`src/sv/telemetry_packet_deframer_core_macros.svh`:
```
// Assertion macros shared by the deframer modules.
// Included by the modules that carry concurrent checks; no other dependencies.
`ifndef TELEMETRY_PACKET_DEFRAMER_CORE_MACROS_SVH
`define TELEMETRY_PACKET_DEFRAMER_CORE_MACROS_SVH

// Same-cycle implication
`define TPD_ASSERT_IMP(name, clk, rst, ante, cons, msg) \
   name: assert property (@(posedge clk) disable iff (rst) (ante) |-> (cons)) \
      else $error(msg);

// Next-cycle implication
`define TPD_ASSERT_NXT(name, clk, rst, ante, cons, msg) \
   name: assert property (@(posedge clk) disable iff (rst) (ante) |=> (cons)) \
      else $error(msg);

`endif

```
`src/sv/tpd_pkg.sv`:
```
// Package for the telemetry packet deframer: codes, constants, field layout,
// the CRC-16 byte step and the frame-completion bundle. No dependencies.
`timescale 1ns / 1ps

package tpd_pkg;

   // input command codes
   localparam logic CMD_BYTE = 1'b0;
   localparam logic CMD_TICK = 1'b1;

   // register indexes
   localparam int CSR_IDX_W = 1;
   localparam int CSR_DATA_W = 16;
   localparam logic [CSR_IDX_W-1:0] CSR_TIMEOUT   = 1'b0;
   localparam logic [CSR_IDX_W-1:0] CSR_VALUES_ID = 1'b1;

   // register reset values
   localparam logic [15:0] TIMEOUT_RESET   = 16'd100;
   localparam logic [7:0]  VALUES_ID_RESET = 8'd4;

   // default sizing
   localparam int DEF_FRAME_BYTES = 512;
   localparam int DEF_HEAD_BYTES  = 64;

   // framing constants
   localparam logic [7:0]  START_SHORT   = 8'h02;
   localparam int          FOOTER_LEN    = 3;
   localparam int          MIN_CHECK_POS = 3;
   localparam logic [15:0] IDLE_MAX      = 16'hFFFF;
   localparam logic [15:0] CRC_POLY      = 16'h1021;

   // status codes
   localparam logic STATUS_GOOD    = 1'b0;
   localparam logic STATUS_BAD_CRC = 1'b1;

   // telemetry field layout (payload offsets, 4-byte flag)
   localparam int NUM_FIELDS = 11;
   localparam logic [3:0] LAST_FIELD = 4'd10;
   localparam int FIELD_SPAN = 53;
   localparam int SPAN_AW = $clog2(FIELD_SPAN);
   localparam int FIELD_OFFSET [NUM_FIELDS] = '{1, 3, 5, 9, 21, 23, 27, 29, 33, 45, 49};
   localparam bit FIELD_WIDE [NUM_FIELDS] = '{0, 0, 1, 1, 0, 1, 0, 1, 1, 1, 1};

   // completed-frame bundle handed to the result stage
   typedef struct packed {
      logic                            status;
      logic                            telemetry;
      logic [7:0]                      msg_id;
      logic [NUM_FIELDS-1:0][31:0]     fields;
   } frame_done_type;

   // CRC-16/XMODEM, one byte, MSB first
   function automatic logic [15:0] crc_byte(input logic [15:0] crc, input logic [7:0] b);
      logic [15:0] c;
      c = crc ^ {b, 8'h00};
      for (int i = 0; i < 8; i++) begin
         c = c[15] ? ({c[14:0], 1'b0} ^ CRC_POLY) : {c[14:0], 1'b0};
      end
      return c;
   endfunction

endpackage

```
`src/sv/tpd_frame_track.sv`:
```
// Deframer input stage: input word register, frame position tracking, CRC,
// payload head buffer and field extraction. Depends on tpd_pkg and the macros header.
`timescale 1ns / 1ps
`include "telemetry_packet_deframer_core_macros.svh"

module tpd_frame_track #(
   parameter int FRAME_BYTES = tpd_pkg::DEF_FRAME_BYTES,
   parameter int HEAD_BYTES  = tpd_pkg::DEF_HEAD_BYTES
) (
   input  logic                    clock,
   input  logic                    reset,
   input  logic                    req_valid,
   output logic                    req_stall,
   input  logic                    req_command,
   input  logic [7:0]              req_rx_byte,
   input  logic [15:0]             timeout_ms,
   input  logic [7:0]              values_id,
   input  logic                    out_free,
   output logic                    done_valid,
   output tpd_pkg::frame_done_type done
);

   localparam int PW  = $clog2(FRAME_BYTES);
   localparam int PW1 = PW + 1;
   localparam int HAW = $clog2(HEAD_BYTES);
   localparam int FW  = $clog2(HEAD_BYTES + 1);

   // input word register
   logic       in_valid_ff;
   logic       in_cmd_ff;
   logic [7:0] in_byte_ff;

   // frame state
   logic [PW-1:0] frame_pos_ff, frame_pos_in;
   logic [15:0]   body_len_ff, body_len_in;
   logic          long_header_ff, long_header_in;
   logic [15:0]   crc_run_ff, crc_run_in;
   logic [7:0]    crc_high_ff, crc_high_in;
   logic [15:0]   idle_ms_ff, idle_ms_in;
   logic [FW-1:0] fill_ff, fill_in;
   logic [7:0]    head_ff [HEAD_BYTES];

   // per-word decode
   logic           is_byte, is_tick, timed_out, fire;
   logic [PW-1:0]  pos;
   logic [PW1-1:0] pos_next;
   logic [1:0]     hdr;
   logic [16:0]    pos_ext, hdr_ext, len_ext, q, total;
   logic           in_region, short_pos, overflow, reached, frame_end, complete;
   logic           head_we;
   logic [HAW-1:0] head_addr;
   logic [7:0]     head_rd [tpd_pkg::FIELD_SPAN];

   assign is_byte   = in_valid_ff && (in_cmd_ff == tpd_pkg::CMD_BYTE);
   assign is_tick   = in_valid_ff && (in_cmd_ff == tpd_pkg::CMD_TICK);
   assign timed_out = idle_ms_ff > timeout_ms;
   assign pos       = timed_out ? '0 : frame_pos_ff;
   assign pos_next  = {1'b0, pos} + PW1'(1);
   assign hdr       = long_header_ff ? 2'd3 : 2'd2;
   assign pos_ext   = 17'(pos);
   assign hdr_ext   = 17'(hdr);
   assign len_ext   = {1'b0, body_len_ff};
   assign in_region = pos_ext >= hdr_ext;
   assign q         = pos_ext - hdr_ext;
   assign total     = hdr_ext + len_ext + 17'(tpd_pkg::FOOTER_LEN);

   // end of frame: oversize drop takes precedence over completion
   assign short_pos = pos_next <= PW1'(tpd_pkg::MIN_CHECK_POS);
   assign overflow  = pos_next >= PW1'(FRAME_BYTES);
   assign reached   = 17'(pos_next) >= total;
   assign frame_end = !short_pos && (overflow || reached);
   assign complete  = is_byte && !short_pos && !overflow && reached;

   // a completing byte waits while the result stage still holds a frame
   assign fire       = in_valid_ff && (!complete || out_free);
   assign req_stall  = in_valid_ff && !fire;
   assign done_valid = fire && complete;

   // payload head write
   assign head_we   = fire && is_byte && (pos != '0) && in_region && (q < len_ext)
                      && (q < 17'(HEAD_BYTES));
   assign head_addr = q[HAW-1:0];

   // next state
   always_comb begin
      frame_pos_in   = frame_pos_ff;
      body_len_in    = body_len_ff;
      long_header_in = long_header_ff;
      crc_run_in     = crc_run_ff;
      crc_high_in    = crc_high_ff;
      idle_ms_in     = idle_ms_ff;
      fill_in        = fill_ff;
      if (fire && is_tick) begin
         idle_ms_in = (idle_ms_ff == tpd_pkg::IDLE_MAX) ? idle_ms_ff : idle_ms_ff + 16'd1;
      end
      if (fire && is_byte) begin
         idle_ms_in = '0;
         priority if (pos == '0) begin
            long_header_in = in_byte_ff != tpd_pkg::START_SHORT;
            body_len_in    = '0;
            crc_run_in     = '0;
            crc_high_in    = '0;
            fill_in        = '0;
         end else if (pos == PW'(1)) begin
            body_len_in = long_header_ff ? {in_byte_ff, 8'h00} : {8'h00, in_byte_ff};
         end else if (pos == PW'(2) && long_header_ff) begin
            body_len_in = {body_len_ff[15:8], in_byte_ff};
         end else if (in_region) begin
            if (q < len_ext) begin
               crc_run_in = tpd_pkg::crc_byte(crc_run_ff, in_byte_ff);
               if (q < 17'(HEAD_BYTES)) begin
                  fill_in = fill_ff + FW'(1);
               end
            end else if (q == len_ext) begin
               crc_high_in = in_byte_ff;
            end else if (q == len_ext + 17'd1) begin
               crc_run_in = crc_run_ff ^ {crc_high_ff, in_byte_ff};
            end
         end
         frame_pos_in = frame_end ? '0 : pos_next[PW-1:0];
      end
   end

   // control registers
   always_ff @(posedge clock) begin
      if (reset) begin
         in_valid_ff    <= 1'b0;
         frame_pos_ff   <= '0;
         body_len_ff    <= '0;
         long_header_ff <= 1'b0;
         crc_run_ff     <= '0;
         crc_high_ff    <= '0;
         idle_ms_ff     <= '0;
         fill_ff        <= '0;
      end else begin
         if (!req_stall) begin
            in_valid_ff <= req_valid;
         end
         frame_pos_ff   <= frame_pos_in;
         body_len_ff    <= body_len_in;
         long_header_ff <= long_header_in;
         crc_run_ff     <= crc_run_in;
         crc_high_ff    <= crc_high_in;
         idle_ms_ff     <= idle_ms_in;
         fill_ff        <= fill_in;
      end
   end

   // input word payload
   always_ff @(posedge clock) begin
      if (req_valid && !req_stall) begin
         in_cmd_ff  <= req_command;
         in_byte_ff <= req_rx_byte;
      end
   end

   // head buffer; entries at or past the fill count read as zero
   always_ff @(posedge clock) begin
      if (head_we) begin
         head_ff[head_addr] <= in_byte_ff;
      end
   end

   always_comb begin
      for (int i = 0; i < tpd_pkg::FIELD_SPAN; i++) begin
         head_rd[i] = (FW'(i) < fill_ff) ? head_ff[HAW'(i)] : 8'h00;
      end
   end

   // completion bundle
   always_comb begin
      int o;
      o = 0;
      done.status    = (crc_run_ff != '0) ? tpd_pkg::STATUS_BAD_CRC : tpd_pkg::STATUS_GOOD;
      done.msg_id    = head_rd[0];
      done.telemetry = (done.status == tpd_pkg::STATUS_GOOD) && (head_rd[0] == values_id);
      for (int k = 0; k < tpd_pkg::NUM_FIELDS; k++) begin
         o = tpd_pkg::FIELD_OFFSET[k];
         if (tpd_pkg::FIELD_WIDE[k]) begin
            done.fields[k] = {head_rd[tpd_pkg::SPAN_AW'(o)],
                              head_rd[tpd_pkg::SPAN_AW'(o + 1)],
                              head_rd[tpd_pkg::SPAN_AW'(o + 2)],
                              head_rd[tpd_pkg::SPAN_AW'(o + 3)]};
         end else begin
            done.fields[k] = {{16{head_rd[tpd_pkg::SPAN_AW'(o)][7]}},
                              head_rd[tpd_pkg::SPAN_AW'(o)],
                              head_rd[tpd_pkg::SPAN_AW'(o + 1)]};
         end
      end
   end

   // checks
   `TPD_ASSERT_IMP(a_fill_range, clock, reset, 1'b1, fill_ff <= FW'(HEAD_BYTES), "fill count past head size")
   `TPD_ASSERT_NXT(a_done_clears_pos, clock, reset, done_valid, frame_pos_ff == '0, "frame position not cleared after completion")
   `TPD_ASSERT_NXT(a_tick_keeps_pos, clock, reset, fire && is_tick, $stable(frame_pos_ff) && $stable(crc_run_ff), "tick changed frame state")

endmodule

```
`src/sv/tpd_result_stage.sv`:
```
// Deframer result stage: holds one completed frame and emits its result words, one per cycle
// while rsp_stall is low, eleven for a telemetry frame. Depends on tpd_pkg and the macros header.
`timescale 1ns / 1ps
`include "telemetry_packet_deframer_core_macros.svh"

module tpd_result_stage (
   input  logic                    clock,
   input  logic                    reset,
   input  logic                    done_valid,
   input  tpd_pkg::frame_done_type done,
   output logic                    out_free,
   output logic                    rsp_valid,
   input  logic                    rsp_stall,
   output logic                    rsp_status,
   output logic [7:0]              rsp_msg_id,
   output logic                    rsp_has_value,
   output logic [3:0]              rsp_field_index,
   output logic signed [31:0]      rsp_field_value,
   output logic                    rsp_last
);

   logic                                    valid_ff;
   logic [3:0]                              idx_ff;
   logic                                    tele_ff;
   logic                                    status_ff;
   logic [7:0]                              msg_ff;
   logic [tpd_pkg::NUM_FIELDS-1:0][31:0]    fields_ff, fields_in;
   logic                                    take, last;

   assign take     = valid_ff && !rsp_stall;
   assign last     = !tele_ff || (idx_ff == tpd_pkg::LAST_FIELD);
   assign out_free = !valid_ff || (take && last);

   // field queue shifts down as words are taken
   always_comb begin
      for (int k = 0; k < tpd_pkg::NUM_FIELDS - 1; k++) begin
         fields_in[k] = fields_ff[k + 1];
      end
      fields_in[tpd_pkg::NUM_FIELDS-1] = fields_ff[tpd_pkg::NUM_FIELDS-1];
   end

   // control
   always_ff @(posedge clock) begin
      if (reset) begin
         valid_ff <= 1'b0;
         idx_ff   <= '0;
      end else if (done_valid) begin
         valid_ff <= 1'b1;
         idx_ff   <= '0;
      end else if (take) begin
         if (last) begin
            valid_ff <= 1'b0;
         end else begin
            idx_ff <= idx_ff + 4'd1;
         end
      end
   end

   // payload
   always_ff @(posedge clock) begin
      if (done_valid) begin
         tele_ff   <= done.telemetry;
         status_ff <= done.status;
         msg_ff    <= done.msg_id;
         fields_ff <= done.fields;
      end else if (take && !last) begin
         fields_ff <= fields_in;
      end
   end

   assign rsp_valid       = valid_ff;
   assign rsp_status      = status_ff;
   assign rsp_msg_id      = msg_ff;
   assign rsp_has_value   = tele_ff;
   assign rsp_field_index = tele_ff ? idx_ff : 4'd0;
   assign rsp_field_value = tele_ff ? signed'(fields_ff[0]) : 32'sd0;
   assign rsp_last        = last;

   // checks
   `TPD_ASSERT_IMP(a_idx_range, clock, reset, valid_ff, idx_ff <= tpd_pkg::LAST_FIELD, "field index past last field")
   `TPD_ASSERT_NXT(a_more_follow, clock, reset, take && !last, valid_ff, "result words lost mid-frame")
   `TPD_ASSERT_NXT(a_idx_step, clock, reset, take && !last, idx_ff == $past(idx_ff) + 4'd1, "field index did not advance by one")

endmodule

```
`src/sv/telemetry_packet_deframer_core.sv`:
```
// Channel  | ports                      | direction | payload
// req      | req_valid / req_stall      | in        | req_command, req_rx_byte
// rsp      | rsp_valid / rsp_stall      | out       | status, msg_id, has_value, field_index,
//          |                            |           | field_value, last
// csr      | csr_we                     | in        | csr_index, csr_wdata
//
// One input word per cycle while req_stall is low: a word is registered, then processed.
// A completed frame moves from the input register into the result stage once its
// last byte is processed; a telemetry frame then yields eleven result words, one
// per cycle while rsp_stall is low. A byte that completes another frame waits in
// the input register until the last word of the previous frame is taken. Ticks
// and other bytes pass. Reset is synchronous; the head buffer needs no sweep.
// Top level of the telemetry packet deframer; instantiates tpd_frame_track and
// tpd_result_stage, holds the configuration registers. Depends on tpd_pkg.
`timescale 1ns / 1ps

module telemetry_packet_deframer_core #(
   parameter int FRAME_BYTES = tpd_pkg::DEF_FRAME_BYTES,
   parameter int HEAD_BYTES  = tpd_pkg::DEF_HEAD_BYTES
) (
   input  logic                             clock,
   input  logic                             reset,
   input  logic                             req_valid,
   output logic                             req_stall,
   input  logic                             req_command,
   input  logic [7:0]                       req_rx_byte,
   output logic                             rsp_valid,
   input  logic                             rsp_stall,
   output logic                             rsp_status,
   output logic [7:0]                       rsp_msg_id,
   output logic                             rsp_has_value,
   output logic [3:0]                       rsp_field_index,
   output logic signed [31:0]               rsp_field_value,
   output logic                             rsp_last,
   input  logic                             csr_we,
   input  logic [tpd_pkg::CSR_IDX_W-1:0]    csr_index,
   input  logic [tpd_pkg::CSR_DATA_W-1:0]   csr_wdata
);

   logic [15:0]             timeout_ff;
   logic [7:0]              values_id_ff;
   logic                    out_free;
   logic                    done_valid;
   tpd_pkg::frame_done_type done;

   // configuration registers
   always_ff @(posedge clock) begin
      if (reset) begin
         timeout_ff   <= tpd_pkg::TIMEOUT_RESET;
         values_id_ff <= tpd_pkg::VALUES_ID_RESET;
      end else if (csr_we) begin
         unique case (csr_index)
            tpd_pkg::CSR_TIMEOUT:   timeout_ff   <= csr_wdata[15:0];
            tpd_pkg::CSR_VALUES_ID: values_id_ff <= csr_wdata[7:0];
         endcase
      end
   end

   tpd_frame_track #(
      .FRAME_BYTES (FRAME_BYTES),
      .HEAD_BYTES  (HEAD_BYTES)
   ) u_track (
      .clock       (clock),
      .reset       (reset),
      .req_valid   (req_valid),
      .req_stall   (req_stall),
      .req_command (req_command),
      .req_rx_byte (req_rx_byte),
      .timeout_ms  (timeout_ff),
      .values_id   (values_id_ff),
      .out_free    (out_free),
      .done_valid  (done_valid),
      .done        (done)
   );

   tpd_result_stage u_result (
      .clock           (clock),
      .reset           (reset),
      .done_valid      (done_valid),
      .done            (done),
      .out_free        (out_free),
      .rsp_valid       (rsp_valid),
      .rsp_stall       (rsp_stall),
      .rsp_status      (rsp_status),
      .rsp_msg_id      (rsp_msg_id),
      .rsp_has_value   (rsp_has_value),
      .rsp_field_index (rsp_field_index),
      .rsp_field_value (rsp_field_value),
      .rsp_last        (rsp_last)
   );

endmodule

```
`config.mk`:
```
export PLATFORM = sky130hd
export DESIGN_NAME = telemetry_packet_deframer_core
export DESIGN_NICKNAME = d
export VERILOG_FILES = /design/src/sv/tpd_pkg.sv /design/src/sv/tpd_frame_track.sv /design/src/sv/tpd_result_stage.sv /design/src/sv/telemetry_packet_deframer_core.sv
export VERILOG_INCLUDE_DIRS = /design/src /design/src/sv
export SDC_FILE = /design/constraint.sdc
export NUM_CORES = 1
export LEC_CHECK = 0
export ABC_AREA = 1
export BUFFER_PORTS_ARGS = -buffer_cell sky130_fd_sc_hd__buf_2
export CORE_ASPECT_RATIO = 2
export CORE_UTILIZATION = 43
export CTS_BUF_LIST = sky130_fd_sc_hd__clkbuf_16
export CTS_CLUSTER_SIZE = 10
export DETAILED_ROUTE_END_ITERATION = 12
export PLACE_DENSITY_LB_ADDON = 0.12
export SLEW_MARGIN = 20
export SYNTH_ARGS = -nofsm -noshare
export SYNTH_HDL_FRONTEND = slang
export SYNTH_HIERARCHICAL = 1
export SYNTH_SLANG_ARGS = --single-unit
```
`constraint.sdc`:
```
create_clock -name clock -period 16.92 [get_ports clock]
set_clock_uncertainty 0.1 [all_clocks]
set_input_delay 0 -clock clock [delete_from_list [all_inputs] [get_ports clock]]
set_output_delay 0 -clock clock [all_outputs]
set_load 0.1 [all_outputs]
```
==> summary.txt <==
Routing
  – WL final: approximately 73000 um
  – Starting DRT DRC Count: 1045
  – DR WL/cell: 15.6 um
  – Vias/cell: 4.58
  – Drt drc: 0
  – TritonRoute pass-1 iters: 5
  – Via count: ~21000
  – ANT nets after route: 0

STA
  – RSZ-0062 raised after global routing: no
  – Max-slew violations: 0
  – Setup TNS: 0 ns
  – F_max: 0.122 GHz
  – Measured slew at the worst slew-check pin: 1.07 ns
  – Setup-failing EPs final: 0
  – Tcrit/Tclk final: 0.486
  – Slew Limit Headroom: 0.288
  – Minimum clock period after layout: 8.23 ns
  – Final Hold Viols: 0

Setup path
  – CP Data Arrival Time: between 8 and 9 ns
  – CP max FO: 181
  – Crit path required time: 17.06 ns
  – Type of origin of the critical path: register
  – Worst setup EP type: register
  – Critical path's most frequent cell: nand2_1
  – Slowest stage cell on the critical path: nand2_4
  – WS Path Type: reg2reg
  – CP peak stage delay: 0.87 ns

Logic synthesis
  – Yosys reg bits: about 670
  – Synth Instances: ~3600
  – Mapped Area: ~0.032 sq mm
  – Synth Flop Type: edfxtp_1
  – FFs w/ async S/R, synth: 0
  – Post-synthesis cell type count: 54
  – Ys Warns: 6
  – Avg Inst Size Synth: 9.09 sq um
  – Post-synth EDFFs: about 560
  – Post-synthesis sequential area ratio: 0.584

Clock tree
  – Clock sink count: 666
  – CTS tree: built
  – Postcts setup bufs: 0
  – Worst-skew pair later-pin latency: 0.65 ns
  – H-tree depth: 3
  – Worst-path clk slew: around 0.06 ns
  – CTS buffer count: between 70 and 80
  – Clock root cell: clkbuf_16
  – Clock Path Buffers: 3

Floorplanning
  – Core Footprint: 0.0748 sq mm
  – Chip height: 391 um
  – Boundary pin count: 80
  – Die width: 196 um
  – Starting Density: 0.434
  – Total die area: 0.0767 sq mm
  – Row count: about 140

Finish
  – Share of layout cells above drive strength 1: 0.0732
  – Total Nets Final: about 3700
  – Area Growth Syn to Fin: 9.20%
  – Fillers: 7114

Power and ir drop
  – Pwr Density: 98.2 mW/mm^2
  – Lkg Pwr: 16.0 nW
  – Tot Pwr: 3.48 mW
  – VDD IR-drop max: 0.0565 mV

GRT
  – Total gr overflow: 0
  – Initial antenna violation count: 2
  – Largest net degree at the start of global routing: 182
  – First-pass GRT wire length: 113000 um
  – Global Route Usage Sum: 0.194
  – Vias in the first global route: 20500

Placement
  – Gpl congestion: 0.900
  – Hpwl dp: 46700 um
  – I/O Buffers: slightly below 80

Run status
  – Status: completed

Min path
  – Worst hold path type: in2reg

Flow run
  – MaxCap Viol Count: 0
-- metal layers --
| layer | global-route usage | routed length (um) | up-vias |
|---|---|---|---|
| met5 | 0 | 0 | - |
| met4 | 0.0891 | 2830 | 0 |
| met3 | 0.0261 | 2330 | 152 |
| met2 | 0.368 | 39500 | 349 |
| met1 | 0.210 | 28300 | 9807 |
| li1 | - | - | 11100 |
-- critical path, delay by kind of cell (launching register included) --
family                     cells  cell delay, ns
DFF                            1            0.33
AOI/OAI and AO/OA              5            0.89
adders and majority gates      3            0.77
and+or+nand+nor               14            2.51
buffers and inverters          8            2.78
-- through the flow --
stage / instance area, sq um / hold WS, ns / cells / util / worst slack [ns]
floorplan: 32900 / -0.0309 / 3675 / - / 4.90
global placement: 32900 / 0.0856 / 4511 / 0.440 / 8.66
detailed placement: 32900 / 0.0800 / 4511 / 0.440 / 8.59
CTS: 35500 / 0.0604 / 4667 / 0.474 / 8.57
global route: 35500 / 0.130 / 4668 / 0.474 / 7.98
finish: 35500 / 0.112 / 4668 / 0.474 / 8.69
-- cell type report --
| type | instances | area [sq um] | share of cell area |
|---|---|---|---|
| clock buffers | 77 | 1930 | 0.0543 |
| flip-flops and latches | 666 | 19000 | 0.535 |
| well taps | 1008 | 1260 | 0.0356 |
| clock inverters | 30 | 159 | 0.00448 |
| multi-input cells | 2263 | 10300 | 0.289 |
| repair buffers | 155 | 1100 | 0.0312 |
| diodes | 1 | 2.50 | 0.0000706 |
| inverters | 468 | 1770 | 0.0500 |
-- power by group --
part	total, mW	switching (mW)	leakage (nW)	internal (mW)
sequential	1.79	0.0128	5.88	1.78
combinational	0.242	0.172	9.06	0.0699
clock	1.45	0.636	1.11	0.811
total	3.48	0.820	16.0	2.66
-- sequential cells by signal (all words and copies together), names as in the netlist, 9 cells and up --
signal / flops
u_result/fields_ff: 352
u_track/body_len_ff: 16
u_track/head_ff: 192
u_track/idle_ms_ff: 16
u_track/frame_pos_ff: 9
u_track/crc_run_ff: 16
timeout_ff: 16
-- layout by cell type (no fill, tap or decap), types with 30 or more instances in the layout --
cell / n
a21oi_1: 68
buf_2: 79
clkbuf_16: 77
conb_1: 104
dfxtp_1: 103
dlygate4sd3_1: 49
edfxtp_1: 563
ha_1: 55
inv_1: 480
nand2_1: 1332
nand3_1: 88
nor2_1: 337
o21ai_0: 30
xnor2_1: 35
xor2_1: 43
-- Yosys cell counts, types with 3 or more instances --
cell / n / area (sq um)
a21boi_0: 3 / 22.5
a21oi_1: 68 / 340
a21oi_2: 4 / 35.0
buf_2: 54 / 270
buf_4: 194 / 1460
buf_6: 7 / 78.8
clkbuf_1: 23 / 86.3
dfxtp_1: 103 / 2060
edfxtp_1: 563 / 16900
ha_1: 55 / 688
inv_1: 457 / 1720
inv_2: 9 / 33.8
nand2_1: 1333 / 5000
nand2_2: 7 / 43.8
nand2_4: 5 / 56.3
nand3_1: 88 / 440
nand3_2: 5 / 50.1
nand4_1: 18 / 113
nand4_2: 3 / 37.5
nor2_1: 337 / 1260
nor2_2: 11 / 68.8
nor2_4: 5 / 56.3
nor3_1: 30 / 150
nor3_2: 12 / 120
nor3_4: 3 / 48.8
nor3b_1: 4 / 30.0
nor4_1: 8 / 50.1
o21ai_0: 30 / 150
o21ai_1: 6 / 30.0
o22ai_1: 13 / 81.3
o31ai_1: 3 / 22.5
or2_2: 5 / 31.3
xnor2_1: 35 / 307
xor2_1: 43 / 377
-- timing repair --
| action | 4_1_cts | 5_1_grt |
|---|---|---|
| hold buffers | 49 | 0 |
| resized for setup | 0 | 0 |
| endpoints found under the hold margin | 72 | 0 |
-- kinds of logic (layout without fill, tap and decap cells) --
logic type      Yosys count  in the layout  synth area share
simple gates           1882           1882             0.235
buf+inv                 746            730             0.112
fa+ha+maj                55             55            0.0212
other cells               1            105          0.000115
flops                   666            666             0.584
compound gates          143            143            0.0252
xor+xnor                 79             79            0.0215
-- worst paths after layout --
check | startpoint | end | slack, ns | cells after the start
setup / recovery | timeout_ff[15] | u_result/fields_ff[245] | 8.69 | 30
setup reg to reg | timeout_ff[15] | u_result/fields_ff[245] | 8.69 | 30
hold / removal | csr_wdata[5] | values_id_ff[5] | 0.11 | 4
hold reg to reg | timeout_ff[4] | timeout_ff[4] | 0.38 | 2
(Power assumes the default switching activity.)
